<file path="src/hdl/ttd_pkg.sv">
// ttd_pkg: shared types and constants of the time-triggered task dispatcher.
// Used by ttd_core and time_triggered_task_dispatcher_unit.
// No dependencies.
`timescale 1ns / 1ps

package ttd_pkg;

  // Default table depth (periodic and sporadic tables alike)
  localparam int MAX_TASKS_DEF = 8;

  // Idle value reported when no periodic task runs
  localparam logic [15:0] IDLE_NONE = 16'hFFFF;

  // Input commands
  typedef enum logic [1:0] {
    ACT_ADD_PERIODIC = 2'd0,
    ACT_ADD_SPORADIC = 2'd1,
    ACT_SET_PERIOD   = 2'd2,
    ACT_DISPATCH     = 2'd3
  } action_t;

  // Sequencer states
  typedef enum logic [2:0] {
    ST_IDLE,
    ST_CMD,
    ST_SETP,
    ST_PER,
    ST_SPO,
    ST_DONE
  } state_t;

  // One input transaction
  typedef struct packed {
    action_t            action;
    logic [2:0]         slot;
    logic signed [15:0] delay_ms;
    logic [14:0]        period_ms;
    logic [15:0]        execution_ms;
    logic [15:0]        elapsed_ms;
  } item_t;

  // One result transaction
  typedef struct packed {
    logic        periodic_fired;
    logic [2:0]  periodic_slot;
    logic        sporadic_fired;
    logic [2:0]  sporadic_slot;
    logic [15:0] idle_ms;
  } res_t;

  // Table entry: periodic {remaining, period}, sporadic {delay, exec}
  typedef struct packed {
    logic [15:0] time_ms;
    logic [15:0] param_ms;
  } entry_t;

  localparam int ENTRY_W = $bits(entry_t);

  // Due when zero or negative as a signed 16-bit value
  function automatic logic due16(logic [15:0] v);
    return (v == 16'd0) || v[15];
  endfunction

endpackage

</file>
<file path="src/hdl/time_triggered_task_dispatcher_unit.sv">
// time_triggered_task_dispatcher_unit: top level, port handshakes and result register.
// Depends on ttd_pkg and ttd_core.
//
//   channel | direction | handshake          | payload
//   --------+-----------+--------------------+------------------------------------------
//   in_     | input     | in_valid/in_stall   | action, slot, delay, period, exec, elapsed
//   out_    | output    | out_valid/out_stall | fired flags, slots, idle_ms
//
// Add periodic, add sporadic: written in the command state if there is room. Set period:
// read the slot entry, then write it back with the new period (skipped on a slot not
// running). Dispatch tick: walk the N running periodic entries, then all MAX_TASKS
// sporadic entries, one entry per cycle; with idle_ms zero the sporadic walk is skipped.
// Reset is synchronous; table memories need no clearing pass.
// A result waits in the output register while the next transaction is taken;
// a new result waits in the core while out_stall holds the previous one.
`timescale 1ns / 1ps

module time_triggered_task_dispatcher_unit #(
  parameter int MAX_TASKS = ttd_pkg::MAX_TASKS_DEF
) (
  input  logic               clk,
  input  logic               rst_n,
  input  logic               in_valid,
  output logic               in_stall,
  input  logic [1:0]         in_action,
  input  logic [2:0]         in_slot,
  input  logic signed [15:0] in_delay_ms,
  input  logic [14:0]        in_period_ms,
  input  logic [15:0]        in_execution_ms,
  input  logic [15:0]        in_elapsed_ms,
  output logic               out_valid,
  input  logic               out_stall,
  output logic               out_periodic_fired,
  output logic [2:0]         out_periodic_slot,
  output logic               out_sporadic_fired,
  output logic [2:0]         out_sporadic_slot,
  output logic [15:0]        out_idle_ms
);

  ttd_pkg::item_t item;
  ttd_pkg::res_t  res;
  ttd_pkg::res_t  out_res_r, out_res_nxt;
  logic out_valid_r, out_valid_nxt;
  logic core_ready, res_valid, res_take, in_take;

  // Input transaction
  assign in_stall = !core_ready;
  assign in_take  = in_valid && core_ready;
  assign item = '{action: ttd_pkg::action_t'(in_action), slot: in_slot,
                  delay_ms: in_delay_ms, period_ms: in_period_ms,
                  execution_ms: in_execution_ms, elapsed_ms: in_elapsed_ms};

  ttd_core #(.MAX_TASKS(MAX_TASKS)) u_core (
    .clk       (clk),
    .rst_n     (rst_n),
    .item_valid(in_take),
    .item      (item),
    .ready     (core_ready),
    .res_valid (res_valid),
    .res_take  (res_take),
    .res       (res)
  );

  // Output register: load when empty or being drained
  assign res_take = !out_valid_r || !out_stall;

  always_comb begin
    out_valid_nxt = out_valid_r;
    out_res_nxt   = out_res_r;
    if (res_valid && res_take) begin
      out_valid_nxt = 1'b1;
      out_res_nxt   = res;
    end else if (!out_stall) begin
      out_valid_nxt = 1'b0;
    end
  end

  always_ff @(posedge clk) begin
    if (!rst_n) begin
      out_valid_r <= 1'b0;
    end else begin
      out_valid_r <= out_valid_nxt;
    end
  end

  always_ff @(posedge clk) begin
    out_res_r <= out_res_nxt;
  end

  assign out_valid          = out_valid_r;
  assign out_periodic_fired = out_res_r.periodic_fired;
  assign out_periodic_slot  = out_res_r.periodic_slot;
  assign out_sporadic_fired = out_res_r.sporadic_fired;
  assign out_sporadic_slot  = out_res_r.sporadic_slot;
  assign out_idle_ms        = out_res_r.idle_ms;

endmodule

</file>
<file path="src/hdl/ttd_ram.sv">
// ttd_ram: generic single-write, single-read RAM with registered read data.
// No dependencies.
`timescale 1ns / 1ps

module ttd_ram #(
  parameter int WIDTH = 32,
  parameter int DEPTH = 8,
  localparam int AW = (DEPTH > 1) ? $clog2(DEPTH) : 1
) (
  input  logic             clk,
  input  logic             wr_en,
  input  logic [AW-1:0]    wr_addr,
  input  logic [WIDTH-1:0] wr_data,
  input  logic             rd_en,
  input  logic [AW-1:0]    rd_addr,
  output logic [WIDTH-1:0] rd_data
);

  logic [WIDTH-1:0] mem_r [DEPTH];
  logic [WIDTH-1:0] rd_data_r;

  always_ff @(posedge clk) begin
    if (wr_en) begin
      mem_r[wr_addr] <= wr_data;
    end
    if (rd_en) begin
      rd_data_r <= mem_r[rd_addr];
    end
  end

  assign rd_data = rd_data_r;

endmodule

</file>
<file path="src/hdl/ttd_core.sv">
// ttd_core: command sequencer, table walks and the two table memories.
// Depends on ttd_pkg and ttd_ram.
`timescale 1ns / 1ps

module ttd_core #(
  parameter int MAX_TASKS = ttd_pkg::MAX_TASKS_DEF
) (
  input  logic           clk,
  input  logic           rst_n,
  input  logic           item_valid,
  input  ttd_pkg::item_t item,
  output logic           ready,
  output logic           res_valid,
  input  logic           res_take,
  output ttd_pkg::res_t  res
);

  localparam int AW    = (MAX_TASKS > 1) ? $clog2(MAX_TASKS) : 1;
  localparam int IDX_W = $clog2(MAX_TASKS + 1);
  localparam int CW    = (IDX_W > 3) ? IDX_W : 3;
  localparam int OW    = (AW > 3) ? AW : 3;

  // Control state
  ttd_pkg::state_t state_r, state_nxt;
  logic [IDX_W-1:0] cnt_r, cnt_nxt;
  logic [MAX_TASKS-1:0] svalid_r, svalid_nxt;
  logic [15:0] pend_r, pend_nxt;
  logic proc_r, proc_nxt;

  // Payload state
  ttd_pkg::item_t item_r, item_nxt;
  logic [IDX_W-1:0] idx_r, idx_nxt;
  logic [AW-1:0] pidx_r, pidx_nxt;
  logic [15:0] age_r, age_nxt;
  logic [15:0] idle_r, idle_nxt;
  logic pf_r, pf_nxt;
  logic sf_r, sf_nxt;
  logic [AW-1:0] ps_r, ps_nxt;
  logic [AW-1:0] ss_r, ss_nxt;

  // Memory ports
  logic p_wr_en, p_rd_en, s_wr_en, s_rd_en;
  logic [AW-1:0] p_wr_addr, p_rd_addr, s_wr_addr, s_rd_addr;
  ttd_pkg::entry_t p_wr_data, p_rd_data, s_wr_data, s_rd_data;
  logic [ttd_pkg::ENTRY_W-1:0] p_rd_raw, s_rd_raw;

  // Derived conditions
  logic per_issue, spo_issue, slot_ok, free_any;
  logic [AW-1:0] free_idx, slot_addr;
  logic [CW-1:0] slot_ext;
  logic [OW-1:0] ps_ext, ss_ext;
  logic [15:0] pend_sum;
  logic [15:0] p_rem0, p_rem;
  logic p_due, p_fire;
  logic [15:0] s_delay;
  logic s_live, s_fire;

  ttd_ram #(.WIDTH(ttd_pkg::ENTRY_W), .DEPTH(MAX_TASKS)) u_per_ram (
    .clk    (clk),
    .wr_en  (p_wr_en),
    .wr_addr(p_wr_addr),
    .wr_data(p_wr_data),
    .rd_en  (p_rd_en),
    .rd_addr(p_rd_addr),
    .rd_data(p_rd_raw)
  );

  ttd_ram #(.WIDTH(ttd_pkg::ENTRY_W), .DEPTH(MAX_TASKS)) u_spo_ram (
    .clk    (clk),
    .wr_en  (s_wr_en),
    .wr_addr(s_wr_addr),
    .wr_data(s_wr_data),
    .rd_en  (s_rd_en),
    .rd_addr(s_rd_addr),
    .rd_data(s_rd_raw)
  );

  assign p_rd_data = p_rd_raw;
  assign s_rd_data = s_rd_raw;

  // Walk and command conditions
  assign per_issue = (idx_r < cnt_r);
  assign spo_issue = (idx_r < IDX_W'(MAX_TASKS));
  assign slot_ext  = CW'(item_r.slot);
  assign slot_ok   = (slot_ext < CW'(cnt_r));
  assign slot_addr = slot_ext[AW-1:0];
  assign pend_sum  = pend_r + item_r.elapsed_ms;

  // Lowest free sporadic slot
  always_comb begin
    free_any = 1'b0;
    free_idx = '0;
    for (int i = MAX_TASKS - 1; i >= 0; i--) begin
      if (!svalid_r[i]) begin
        free_any = 1'b1;
        free_idx = AW'(i);
      end
    end
  end

  // Periodic countdown of the entry coming out of memory
  always_comb begin
    p_rem0 = p_rd_data.time_ms - item_r.elapsed_ms;
    p_due  = ttd_pkg::due16(p_rem0);
    p_fire = p_due && !pf_r;
    p_rem  = p_fire ? (p_rem0 + p_rd_data.param_ms) : p_rem0;
  end

  // Sporadic aging and slack-fit check
  always_comb begin
    s_delay = s_rd_data.time_ms - age_r;
    s_live  = proc_r && svalid_r[pidx_r];
    s_fire  = s_live && !sf_r && ttd_pkg::due16(s_delay) &&
              (s_rd_data.param_ms <= idle_r);
  end

  // Next state
  always_comb begin
    state_nxt = state_r;
    unique case (state_r)
      ttd_pkg::ST_IDLE: begin
        if (item_valid) state_nxt = ttd_pkg::ST_CMD;
      end
      ttd_pkg::ST_CMD: begin
        unique case (item_r.action)
          ttd_pkg::ACT_SET_PERIOD:
            state_nxt = slot_ok ? ttd_pkg::ST_SETP : ttd_pkg::ST_IDLE;
          ttd_pkg::ACT_DISPATCH: state_nxt = ttd_pkg::ST_PER;
          default:               state_nxt = ttd_pkg::ST_IDLE;
        endcase
      end
      ttd_pkg::ST_SETP: state_nxt = ttd_pkg::ST_IDLE;
      ttd_pkg::ST_PER: begin
        if (!per_issue && !proc_r) begin
          state_nxt = (idle_r != 16'd0) ? ttd_pkg::ST_SPO : ttd_pkg::ST_DONE;
        end
      end
      ttd_pkg::ST_SPO: begin
        if (!spo_issue && !proc_r) state_nxt = ttd_pkg::ST_DONE;
      end
      ttd_pkg::ST_DONE: begin
        if (res_take) state_nxt = ttd_pkg::ST_IDLE;
      end
      default: state_nxt = ttd_pkg::ST_IDLE;
    endcase
  end

  // Outputs: handshake and memory accesses
  always_comb begin
    ready     = 1'b0;
    res_valid = 1'b0;
    p_wr_en   = 1'b0;
    p_wr_addr = '0;
    p_wr_data = '0;
    p_rd_en   = 1'b0;
    p_rd_addr = '0;
    s_wr_en   = 1'b0;
    s_wr_addr = '0;
    s_wr_data = '0;
    s_rd_en   = 1'b0;
    s_rd_addr = '0;
    unique case (state_r)
      ttd_pkg::ST_IDLE: ready = 1'b1;
      ttd_pkg::ST_CMD: begin
        unique case (item_r.action)
          ttd_pkg::ACT_ADD_PERIODIC: begin
            p_wr_en   = (cnt_r < IDX_W'(MAX_TASKS));
            p_wr_addr = cnt_r[AW-1:0];
            p_wr_data = '{time_ms: item_r.delay_ms, param_ms: {1'b0, item_r.period_ms}};
          end
          ttd_pkg::ACT_ADD_SPORADIC: begin
            s_wr_en   = free_any;
            s_wr_addr = free_idx;
            s_wr_data = '{time_ms: item_r.delay_ms, param_ms: item_r.execution_ms};
          end
          ttd_pkg::ACT_SET_PERIOD: begin
            p_rd_en   = slot_ok;
            p_rd_addr = slot_addr;
          end
          default: ;
        endcase
      end
      ttd_pkg::ST_SETP: begin
        // keep remaining time, replace period
        p_wr_en   = 1'b1;
        p_wr_addr = slot_addr;
        p_wr_data = '{time_ms: p_rd_data.time_ms, param_ms: {1'b0, item_r.period_ms}};
      end
      ttd_pkg::ST_PER: begin
        p_rd_en   = per_issue;
        p_rd_addr = idx_r[AW-1:0];
        p_wr_en   = proc_r;
        p_wr_addr = pidx_r;
        p_wr_data = '{time_ms: p_rem, param_ms: p_rd_data.param_ms};
      end
      ttd_pkg::ST_SPO: begin
        s_rd_en   = spo_issue;
        s_rd_addr = idx_r[AW-1:0];
        s_wr_en   = s_live;
        s_wr_addr = pidx_r;
        s_wr_data = '{time_ms: s_delay, param_ms: s_rd_data.param_ms};
      end
      ttd_pkg::ST_DONE: res_valid = 1'b1;
      default: ;
    endcase
  end

  // Datapath next values
  always_comb begin
    item_nxt   = item_r;
    cnt_nxt    = cnt_r;
    svalid_nxt = svalid_r;
    pend_nxt   = pend_r;
    proc_nxt   = 1'b0;
    idx_nxt    = idx_r;
    pidx_nxt   = pidx_r;
    age_nxt    = age_r;
    idle_nxt   = idle_r;
    pf_nxt     = pf_r;
    sf_nxt     = sf_r;
    ps_nxt     = ps_r;
    ss_nxt     = ss_r;
    unique case (state_r)
      ttd_pkg::ST_IDLE: begin
        if (item_valid) item_nxt = item;
      end
      ttd_pkg::ST_CMD: begin
        unique case (item_r.action)
          ttd_pkg::ACT_ADD_PERIODIC: begin
            if (cnt_r < IDX_W'(MAX_TASKS)) cnt_nxt = cnt_r + IDX_W'(1);
          end
          ttd_pkg::ACT_ADD_SPORADIC: begin
            if (free_any) svalid_nxt[free_idx] = 1'b1;
          end
          ttd_pkg::ACT_DISPATCH: begin
            idx_nxt  = '0;
            pf_nxt   = 1'b0;
            ps_nxt   = '0;
            sf_nxt   = 1'b0;
            ss_nxt   = '0;
            idle_nxt = ttd_pkg::IDLE_NONE;
          end
          default: ;
        endcase
      end
      ttd_pkg::ST_PER: begin
        proc_nxt = per_issue;
        pidx_nxt = idx_r[AW-1:0];
        if (per_issue) idx_nxt = idx_r + IDX_W'(1);
        if (proc_r) begin
          if (p_due) begin
            idle_nxt = 16'd0;
            if (p_fire) begin
              pf_nxt = 1'b1;
              ps_nxt = pidx_r;
            end
          end else if (p_rem0 < idle_r) begin
            idle_nxt = p_rem0;
          end
        end
        // end of walk: settle the gathered elapsed time
        if (!per_issue && !proc_r) begin
          idx_nxt = '0;
          if (idle_r != 16'd0) begin
            age_nxt  = pend_sum;
            pend_nxt = 16'd0;
          end else begin
            pend_nxt = pend_sum;
          end
        end
      end
      ttd_pkg::ST_SPO: begin
        proc_nxt = spo_issue;
        pidx_nxt = idx_r[AW-1:0];
        if (spo_issue) idx_nxt = idx_r + IDX_W'(1);
        if (s_fire) begin
          sf_nxt               = 1'b1;
          ss_nxt               = pidx_r;
          svalid_nxt[pidx_r]   = 1'b0;
        end
      end
      default: ;
    endcase
  end

  // Control registers
  always_ff @(posedge clk) begin
    if (!rst_n) begin
      state_r  <= ttd_pkg::ST_IDLE;
      cnt_r    <= '0;
      svalid_r <= '0;
      pend_r   <= 16'd0;
      proc_r   <= 1'b0;
    end else begin
      state_r  <= state_nxt;
      cnt_r    <= cnt_nxt;
      svalid_r <= svalid_nxt;
      pend_r   <= pend_nxt;
      proc_r   <= proc_nxt;
    end
  end

  // Payload registers
  always_ff @(posedge clk) begin
    item_r <= item_nxt;
    idx_r  <= idx_nxt;
    pidx_r <= pidx_nxt;
    age_r  <= age_nxt;
    idle_r <= idle_nxt;
    pf_r   <= pf_nxt;
    sf_r   <= sf_nxt;
    ps_r   <= ps_nxt;
    ss_r   <= ss_nxt;
  end

  // Result: slot numbers reported modulo 8
  assign ps_ext = OW'(ps_r);
  assign ss_ext = OW'(ss_r);
  assign res = '{periodic_fired: pf_r, periodic_slot: ps_ext[2:0],
                 sporadic_fired: sf_r, sporadic_slot: ss_ext[2:0],
                 idle_ms: idle_r};

  // Checks
  a_cnt_bound: assert property (@(posedge clk) disable iff (!rst_n)
    cnt_r <= IDX_W'(MAX_TASKS))
    else $error("periodic count beyond table depth");

  a_per_no_overlap: assert property (@(posedge clk) disable iff (!rst_n)
    (p_rd_en && p_wr_en) |-> (p_rd_addr != p_wr_addr))
    else $error("periodic read and write hit the same entry");

  a_spo_no_overlap: assert property (@(posedge clk) disable iff (!rst_n)
    (s_rd_en && s_wr_en) |-> (s_rd_addr != s_wr_addr))
    else $error("sporadic read and write hit the same entry");

  a_no_slack_no_fill: assert property (@(posedge clk) disable iff (!rst_n)
    (state_r == ttd_pkg::ST_DONE && idle_r == 16'd0) |-> !sf_r)
    else $error("sporadic task fired without slack");

  a_fire_means_busy: assert property (@(posedge clk) disable iff (!rst_n)
    (state_r == ttd_pkg::ST_DONE && pf_r) |-> (idle_r == 16'd0))
    else $error("periodic task fired with nonzero idle");

endmodule
</file>
<file path="config.mk">
export PLATFORM = sky130hd
export DESIGN_NAME = time_triggered_task_dispatcher_unit
export DESIGN_NICKNAME = d
export VERILOG_FILES = /design/src/hdl/ttd_pkg.sv /design/src/hdl/time_triggered_task_dispatcher_unit.sv /design/src/hdl/ttd_ram.sv /design/src/hdl/ttd_core.sv
export SDC_FILE = /design/constraint.sdc
export NUM_CORES = 1
export LEC_CHECK = 0
export ABC_AREA = 1
export BUFFER_PORTS_ARGS = -buffer_cell sky130_fd_sc_hd__buf_2
export CORE_ASPECT_RATIO = 1.1
export CORE_UTILIZATION = 50
export DETAILED_ROUTE_END_ITERATION = 6
export PLACE_DENSITY = 0.71
export SLEW_MARGIN = 20
export SYNTH_ARGS = -nofsm -noshare
export SYNTH_HDL_FRONTEND = slang
export SYNTH_SLANG_ARGS = --single-unit
</file>
<file path="constraint.sdc">
create_clock -name clk -period 4.7 [get_ports clk]
set_clock_uncertainty 0.1 [all_clocks]
set_input_delay 0.47 -clock clk [delete_from_list [all_inputs] [get_ports clk]]
set_output_delay 0.47 -clock clk [all_outputs]
set_load 0.02 [all_outputs]
</file>
==> impl_metrics.py <==
metrics = {
    "run_status": {
        "outcome": "complete, but fails checks",
        "violations": "DRC",
    },
    "yosys": {
        "syn-cell-area_um2": 33100,
        "synth_area_leaders": "edfxtp_1, nand2_1, ha_1",
        "ys_types": 49,
        "synth_cells": 2833,
        "yosysSeqAreaShare_pct": 66.9,
        "synth_warnings": 0,
        "ys.flop_type": "edfxtp_1",
        "netlist.top_cell.by_area": "edfxtp_1",
        "synth_edf_count": 715,
        "synth_fp_nets": 3008,
        "syn_avg_cell_area_um2": 11.7,
        "synth_top_area_share_pct": 64.9,
        "ys_ff_latch": 748,
        "async_flop_share_pct": 0,
    },
    "pwr": {
        "peakVddDrop_mv": 0.280,
        "power_mw": 19.8,
        "power_density_nw_per_um2": 520,
        "p_leak_nw": 14.2,
    },
    "clock_tree": {
        "cts_made_buffers": 76,
        "cts_sinks": 748,
        "clk_latency_ns": 0.63,
        "clock_path_buffers": 3,
        "path_clk_slew_ns": 0.06,
        "htreeDepth": 3,
        "clock-root-buffer": "clkbuf_16",
        "cts_tree": "yes",
    },
    "worst_setup_path": {
        "crit_type": "flop to flop",
        "cp_data_arrival_time_ns": 4.05,
        "path_max_fanout": 8,
        "start_kind": "flop",
        "path_common_cell": "nand2_1",
        "cp_slowest_cell": "fa_1",
        "crit_path_max_incr_delay_ns": 0.43,
        "end_kind": "flop",
        "path_cells": "inv_1 > ha_1 > inv_1 > fa_1 > nand3_1 > nand2_1 > nand2_1 > nand2_1 > nand2_1 > nand2_1 > ha_1 > nand2_1 > nor3_1 > nand2_1 > nand3_1 > a21oi_1 > o21ai_0 > xnor2_1 > nand3_1 > nand3_1 > nand2_1",
        "required_ns": 4.91,
    },
    "timing": {
        "drv_slew": 0,
        "setup_viol": 0,
        "finalCriticalPeriod_ns": 3.83,
        "timing_worst_slew_pin_value_ns": 1.10,
        "setup_tns_ns": 0,
        "rsz0062_at_grt": "false",
        "hold_violations": 0,
        "slew_headroom_pct": 25.7,
        "hold_slack_ns": 0.0790,
        "fin_crit_sh_pct": 81.5,
        "clock.fmax_mhz": 261,
    },
    "drt": {
        "wl_per_cell_um": 22.5,
        "drt-total-wl_mm": 87.9,
        "drc": 14,
        "vias": 22785,
        "ant_nets": 0,
        "first_pass_iters": 7,
        "viasPerCell": 5.83,
        "drt_iter0_drc": 2353,
    },
    "final_layout": {
        "layout.cells.non_filler": 3909,
        "mostFrequentLayoutCell": "edfxtp_1",
        "area_delta_synth_final_pct": 14.8,
        "fin_util_pct": 58.3,
        "drive_gt1_share_pct": 11.1,
        "final_cell_mix": "edfxtp_1, nand2_1, inv_1",
        "nets": 3172,
    },
    "grt": {
        "grt_start_max_net_pins": 102,
        "grt_pass1_wl_mm": 132,
        "grt_pass1_vias": 22262,
        "grt_usage_pct": 26.1,
        "overflow": 0,
        "antenna_found_initial": 3,
    },
    "floorplan": {
        "rows": 98,
        "die_w_um": 247,
        "fp.dieH_um": 272,
        "start_util_pct": 50.7,
        "io-pin-count": 98,
        "dieArea_um2": 67200,
        "core_um2": 65200,
    },
    "run": {
        "maxCapViolations": 0,
    },
    "place": {
        "io_buffer_count": 97,
        "hpwlAfterDp_mm": 56.8,
        "dp.cells": 3701,
        "gp_congestion": 0.965,
    },
    "hold_path": {
        "min-delay-path-class": "primary input to flop",
    },
}
## final cells by class
type                    count  area [um^2]
well taps                 850         1060
clock buffers              92         2060
flip-flops and latches    748        22100
fillers                  5218        27200
repair buffers            209         1580
diodes                      1         2.50
multi-input cells        1700         9640
clock inverters            47          549
inverters                 262          987
## synth_stat cells (7+ instances only)
| cell type | n |
|---|---|
| a31oi_1 | 34 |
| xor2_1 | 18 |
| nor2_1 | 237 |
| buf_2 | 46 |
| a22oi_1 | 17 |
| a21oi_1 | 131 |
| inv_2 | 9 |
| nand3b_1 | 7 |
| nand2_1 | 494 |
| o211ai_1 | 36 |
| o21ai_0 | 193 |
| o22ai_1 | 70 |
| inv_1 | 250 |
| nand3_1 | 133 |
| o221ai_1 | 64 |
| clkbuf_1 | 68 |
| edfxtp_1 | 715 |
| ha_1 | 99 |
| nor3_1 | 19 |
| o21ai_1 | 20 |
| dfxtp_1 | 33 |
| xnor2_1 | 14 |
| a22o_1 | 17 |
| nand4_1 | 20 |
| mux2_2 | 32 |
## where the power goes
group / leakage (nW) / switching, mW / internal [mW] / total [mW]
Clock: 1.27 / 2.55 / 3.74 / 6.28
Sequential: 6.82 / 0.337 / 8.30 / 8.63
Combinational: 6.06 / 3.38 / 1.45 / 4.83
## path summary, 6_finish.rpt
| path | cells past startpoint | start | slack, ns | end |
|---|---|---|---|---|
| worst max register to register | 21 | u_core.u_per_ram.rd_data[16] | 0.87 | u_core.u_per_ram.mem_r[7][27] |
| worst max-delay path | 21 | u_core.u_per_ram.rd_data[16] | 0.87 | u_core.u_per_ram.mem_r[7][27] |
| worst min-delay path | 3 | out_stall | 0.08 | out_valid |
| worst min register to register | 0 | u_core.ss_ext[2] | 0.34 | out_sporadic_slot[2] |
## layer usage
| layer | routed length, um | global-route usage [%] | vias up |
|---|---|---|---|
| li1 | - | - | 10569 |
| met1 | 35500 | 34.1 | 11105 |
| met2 | 43200 | 43.7 | 922 |
| met3 | 6380 | 4.36 | 185 |
| met4 | 2760 | 9.53 | 4 |
| met5 | 27 | 0 | - |
## per-stage QoR
stage | instance area (um^2) | setup WS (ns)
6_report | 38000 | 0.867
5_1_grt | 38000 | 0.519
4_1_cts | 38000 | 0.900
3_5_place_dp | 34700 | 0.925
3_3_place_gp | 34700 | 1.01
2_1_floorplan | 33100 | 0.568
## sequential cells by signal (all words and copies together) (netlist names), 3 cells and up
signal,flops
u_core.ss_ext,3
out_periodic_slot,3
u_core.pend_r,16
u_core.pidx_r,3
u_core.u_per_ram.rd_data,32
u_core.u_per_ram.mem_r,256
u_core.state_r,3
u_core.age_r,16
u_core.u_spo_ram.mem_r,256
u_core.slot_addr,3
u_core.cnt_r,4
u_core.u_spo_ram.rd_data,32
u_core.svalid_r,8
out_sporadic_slot,3
u_core.item_r,65
u_core.idx_r,4
out_idle_ms,16
u_core.idle_r,16
u_core.ps_ext,3
## critical path, delay by kind of cell (launching register included)
family	cells	cell delay (ns)
fa+ha+maj	3	0.98
buf+inv	2	0.15
flops	1	0.38
xor+xnor	1	0.16
simple gates	13	1.40
compound gates	2	0.36
## cell families after synthesis
group,count (synthesis),synth area share (%)
compound gates,605,11.1
xor+xnor,32,0.847
fa+ha+maj,103,3.98
buf+inv,385,4.61
flops,748,66.9
mux,32,1.09
simple gates,928,11.5
## what timing repair did
item	4_1_cts	5_1_grt
hold endpoints to repair	68	0
gates resized for setup	0	0
hold buffers	68	0
buffers inserted	0	0
Power figures use the tool's default switching activity.
